===== config.mk =====
export PLATFORM = sky130hd
export DESIGN_NAME = dirp_step
export DESIGN_NICKNAME = d
export VERILOG_FILES = /design/src/sv/dirp_pkg.sv /design/src/sv/dirp_step.sv
export SDC_FILE = /design/constraint.sdc
export NUM_CORES = 1
export LEC_CHECK = 0
export ABC_AREA = 1
export BUFFER_PORTS_ARGS = -buffer_cell sky130_fd_sc_hd__buf_2
export CAP_MARGIN = 15
export CORE_AREA = 2 2 131 133
export DETAILED_ROUTE_END_ITERATION = 12
export DIE_AREA = 0 0 133 135
export PLACE_DENSITY_LB_ADDON = 0.3
export SYNTH_ARGS = -nofsm -noshare
export SYNTH_HDL_FRONTEND = slang
export SYNTH_SLANG_ARGS = --single-unit

===== constraint.sdc =====
create_clock -name vclk -period 4.1
set_clock_uncertainty 0.15 [all_clocks]
set_input_delay 0.82 -clock vclk [all_inputs]
set_output_delay 0.82 -clock vclk [all_outputs]
set_load 0.03 [all_outputs]

===== src/sv/dirp_pkg.sv =====
package dirp_pkg;

	localparam logic [31:0] TYPE_MASK   = 32'hF000_0000;
	localparam logic [31:0] TYPE_DATA   = 32'h4000_0000;
	localparam logic [31:0] TYPE_ZERO   = 32'h8000_0000;
	localparam logic [27:0] COUNT_MAX   = 28'hFFF_FFFF;
	localparam logic [31:0] PROG_HEADER = 32'h0000_0000;

	localparam logic [1:0] PH_HEADER  = 2'd0;
	localparam logic [1:0] PH_ADDRESS = 2'd1;
	localparam logic [1:0] PH_DATA    = 2'd2;
	localparam logic [1:0] PH_PROGRAM = 2'd3;

	localparam logic [1:0] KIND_DATA    = 2'd0;
	localparam logic [1:0] KIND_FILL    = 2'd1;
	localparam logic [1:0] KIND_PROGRAM = 2'd2;

	typedef struct packed {
		logic [31:0] image_word;
		logic        image_start;
	} image_t;

	typedef struct packed {
		logic [1:0]  record_kind;
		logic [31:0] block_address;
		logic [27:0] word_offset;
		logic [31:0] write_data;
		logic [27:0] fill_length;
	} record_t;

	typedef struct packed {
		logic [1:0]  phase;
		logic        pending_fill;
		logic [27:0] remaining;
		logic [31:0] block_address;
		logic [27:0] offset;
	} parse_state_t;

	localparam parse_state_t STATE_RESET = '{
		phase: PH_HEADER, pending_fill: 1'b0, remaining: 28'd0,
		block_address: 32'd0, offset: 28'd0
	};

endpackage


===== src/sv/dirp_step.sv =====
module dirp_step
	import dirp_pkg::*;
(
	input  parse_state_t state,
	input  image_t       image,
	output parse_state_t state_next,
	output logic         emit,
	output record_t      result
);

	parse_state_t st;
	logic [27:0]  rem_dec;

	always_comb begin
		// A start request returns the parser to reset before this word is parsed.
		st = image.image_start ? STATE_RESET : state;
		rem_dec = st.remaining - 28'd1;
		state_next = st;
		emit = 1'b0;
		result = '{
			record_kind: KIND_DATA, block_address: 32'd0, word_offset: 28'd0,
			write_data: 32'd0, fill_length: 28'd0
		};
		case (st.phase)
			PH_HEADER: begin
				if ((image.image_word & TYPE_MASK) == TYPE_DATA) begin
					state_next.remaining = image.image_word[27:0];
					state_next.pending_fill = 1'b0;
					state_next.phase = PH_ADDRESS;
				end else if ((image.image_word & TYPE_MASK) == TYPE_ZERO) begin
					state_next.remaining = image.image_word[27:0];
					state_next.pending_fill = 1'b1;
					state_next.phase = PH_ADDRESS;
				end else if (image.image_word == PROG_HEADER) begin
					state_next.block_address = 32'd0;
					state_next.offset = 28'd0;
					state_next.phase = PH_PROGRAM;
				end
			end
			PH_ADDRESS: begin
				state_next.block_address = image.image_word;
				state_next.offset = 28'd0;
				if (st.pending_fill) begin
					emit = 1'b1;
					result.record_kind = KIND_FILL;
					result.block_address = image.image_word;
					result.fill_length = st.remaining;
					state_next.remaining = 28'd0;
					state_next.phase = PH_HEADER;
				end else if (st.remaining == 28'd0) begin
					// An empty data block ends with its address word.
					state_next.phase = PH_HEADER;
				end else begin
					state_next.phase = PH_DATA;
				end
			end
			PH_DATA: begin
				emit = 1'b1;
				result.record_kind = KIND_DATA;
				result.block_address = st.block_address;
				result.word_offset = st.offset;
				result.write_data = image.image_word;
				state_next.offset = st.offset + 28'd1;
				state_next.remaining = rem_dec;
				if (rem_dec == 28'd0) begin
					state_next.phase = PH_HEADER;
				end
			end
			default: begin
				emit = 1'b1;
				result.record_kind = KIND_PROGRAM;
				result.word_offset = st.offset;
				result.write_data = image.image_word;
				// The program offset sticks at its maximum.
				if (st.offset != COUNT_MAX) begin
					state_next.offset = st.offset + 28'd1;
				end
			end
		endcase
	end

endmodule

* Yosys cells after proc, flatten, opt, wreduce, memory -nomap -nowiden
Cells that the tools add are included.
** Cells by class
- Reduce and logical (&&, ||, !) cells :: 6
- Shift-type cells :: 0
- Muxes and demuxes :: 26
- $add $sub $neg :: 2
- Divide/modulo/power cells :: 0
- Multiply operators :: 0
- Bitwise gates (word level) :: 0
- Equal/unequal tests :: 5
- Order comparisons :: 0
** Operator list (count)
- $mux W60 :: 4
- $pmux W28 S3 :: 2
- $pmux W32 S2 :: 2
- $mux W28 :: 4
- $mux W91 :: 1
- $logic_not A28 Y1 :: 2
- $mux W33 :: 1
- $logic_not A32 Y1 :: 1
- $mux W31 :: 1
- $mux W29 :: 1
- $add A28 B1 Y28 const B :: 1
- $ne A28 B28 Y1 const B :: 1
- $sub A28 B1 Y28 const B :: 1
- $mux W2 :: 5
- $pmux W2 S3 :: 1
- $eq A4 B3 Y1 const B :: 1
- $eq A4 B4 Y1 const B :: 1
- $pmux W2 S2 :: 1
- $reduce_or A2 Y1 :: 2
- $eq A2 B1 Y1 const B :: 1
- $eq A2 B2 Y1 const B :: 1
- $logic_not A2 Y1 :: 1
- $mux W1 :: 2
- $pmux W1 S2 :: 1
** Storage, ports and cells
- Flip-flop bits (word level) :: 0
- Memories kept :: 0
- Memory bits (read-only) :: 0
- RAM bits :: 0
- Input bits :: 124
- Bits in latches :: 0
- Word-level logic and storage cells :: 39

* Longest topological paths before layout
- Depth after elaboration :: 5
- Mapped depth :: 18
- Mapped depth without buffers :: 17

* Worst setup path after synthesis
Ideal clock, no wire load.
- Kind :: input to output
- From :: input image[0] in the netlist's numbering
- To :: output state_next[81] in the netlist's numbering
- Cell stages on the path :: 15
- Data arrival time :: 3.712 ns
- Required time :: 3.130 ns
- Setup slack :: -0.582 ns
- Cell sequence :: inv_2 > buf_6 > buf_8 > buf_6 > buf_4 > nand2_2 > inv_2 > clkbuf_1 > ha_1 > clkbuf_1 > inv_1 > nor2_1 > inv_1 > clkbuf_1 > o221ai_1
** RTL lines
- start: declaration :: line dirp_step.sv:5 : input image_t image,
- end: declaration :: line dirp_step.sv:6 : output parse_state_t state_next,

==> flow_metrics.tcl <==
set metrics [dict create \
    status "finished, final reports clean" \
    grt_max_degree 65 \
    drive_above_1_share_pct 36.34 \
    place_ws_ns -0.02974 \
    portBuffers 338 \
    fp.dieW_um 133 \
    post-route-drc-count 0 \
    crit_chain "buf_2 > clkinv_4 > buf_4 > nand2_2 > ha_1 > clkinv_4 > o22ai_4 > nor2_2 > buf_12 > o22ai_1 > buf_2" \
    power.share.clock_pct 0 \
    final_nets 1517 \
    max_slew_margin_pct 27.44 \
    cpPeakStageDelay_ns 0.42 \
    cp_slowest_cell "o22ai_4" \
    power_frac_comb_pct 100.0 \
    synth.net_count 1181 \
    ios 338 \
    num_vias 8806 \
    drt-initial-drc-count 801 \
    power.leakage_nw 4.330 \
    gp_congestion 0.9684 \
    switching_power_w 0.0007131 \
    yosysSeqAreaShare_pct 0 \
    whs_ns 1.856 \
    gr-usage-all-layers_pct 29.91 \
    worst_slew_pin_slew_ns 1.087 \
    peakVddDrop_mv 0.06762 \
    setup_violations 0 \
    regArea_um2 0 \
    grt_pass1_vias 8075 \
    timing.setup.tns_ns 0 \
    ctsHoldBuffers 0 \
    rows 47 \
    postSynthCellCount 1050 \
    min_period_over_period_pct 96.84 \
    synth.distinct_cells 47 \
    seq_cells 0 \
    cp-end-kind "primary output" \
    syn_area_um2 5167 \
    fillCellCount 1838 \
    cp_max_fo 16 \
    wirelength_um 28800 \
    swShare_pct 70.11 \
    intPower_w 0.0003040 \
    firstDrtPassIters 5 \
    area_growth_pct 48.69 \
    path_class "in2out" \
    fmax_mhz 251.9 \
    p_seq_share_pct 0 \
    grt_pass1_wl_um 43530 \
    p_per_area_nw_per_um2 132.4 \
    antenna_left 0 \
    wl_per_cell_um 17.93 \
    slew_violations 0 \
    core_um2 16410 \
    syn_area_per_cell_um2 4.921 \
    hold_violations 0 \
    hpwl_um 22740 \
    start_util_pct 31.50 \
    die_area_um2 17960 \
    max-cap-violations 0 \
    avgViaCountPerCell 5.483 \
    multi_input_area_um2 4612 \
    finalCriticalPeriod_ns 3.971 \
    start_kind "primary input" \
    clockBufferCount 0 \
    arrival_ns 3.00 \
    yosysWarningCount 0 \
    setup_slack_ns 0.1294 \
    die_h_um 135 \
    grt-ovfl-total 0 \
    hold_class "in2out" \
    crit_buf_inv 6 \
    antenna_found_initial 1 \
    crit_required_ns 3.13 \
    crit_family "buffers and inverters" \
]
==> cells by family after synthesis <==
| family | synth area share (%) |
|---|---|
| and+or+nand+nor | 53.00 |
| buffers and inverters | 15.91 |
| AOI/OAI and AO/OA | 24.82 |
| xor gates and xnor gates | 4.576 |
| adders and majority gates | 1.695 |
==> worst paths after layout <==
path / startpoint / to / slack [ns] / depth (start not counted)
worst min-delay path: state[25] / result[85] / 1.86 / 4
worst max-delay path: image[0] / state_next[67] / 0.13 / 11
==> stage by stage <==
step | util [%] | cells | total power [W] | cell area (um2)
after CTS | 45.67 | 1599 | 0.0009910 | 7493
after global placement | 45.65 | 1599 | 0.0009862 | 7490
final | 46.83 | 1606 | 0.001017 | 7684
after global routing | 46.80 | 1604 | 0.001088 | 7679
after detailed placement | 45.65 | 1599 | 0.0009870 | 7490
after floorplan | - | 1050 | 0.0006341 | 5338
==> routing by layer <==
metal / GRT usage (%) / vias to the layer above / routed length [um]
met5: 0 / - / 0
met4: 10.87 / 0 / 1207
met3: 3.341 / 84 / 2311
met2: 53.22 / 519 / 14040
met1: 37.23 / 3999 / 11240
li1: - / 4204 / -
==> power by group through the flow <==
stage / combinational, W / sequential [W] / clock, W
floorplan: 0.000634 / 0 / 0
global placement: 0.000986 / 0 / 0
detailed placement: 0.000987 / 0 / 0
CTS: 0.000991 / 0 / 0
global route: 0.00109 / 0 / 0
finish: 0.00102 / 0 / 0.0000000000653
==> cells in the mapped netlist, types with 14 or more instances <==
library cell	instances	share of area (%)
a21oi_1	48	4.6
clkbuf_1	43	3.1
inv_1	123	8.9
nand2_1	239	17
nand2_2	14	1.7
nand3_1	126	12
nand4_1	18	2.2
nor2_1	165	12
nor3_1	22	2.1
o21ai_0	31	3.0
o32ai_1	32	5.4
xor2_1	21	3.6
==> layout make-up <==
cell class,instances,area share (%)
diodes,2,0.06514
repair buffers,406,29.72
inverters,132,6.611
multi-input cells,846,60.02
well taps,220,3.582
==> tightest hold or removal path: stages <==
cell and delay (ns):
buf_2 0.09, inv_1 0.06, nor2_1 0.04, buf_2 0.16
==> timing repair <==
item / in CTS / in global routing
endpoints found under the hold margin: 0 / 0
pin swaps: 0 / 2
endpoints found under the setup margin: 2 / 31
resized for setup: 1 / 44
setup buffers: 0 / 5
==> cells in the final DEF (no fill, tap or decap), drive strengths merged, types with 21 or more instances in the layout <==
master	synthesis	layout
o21ai	45	45
nand2	254	254
inv	129	128
nor3	26	26
nor2	178	178
a21oi	48	48
nand3	127	127
buf	29	404
xor2	21	21
o32ai	32	32
Power figures use the tool's default switching activity.
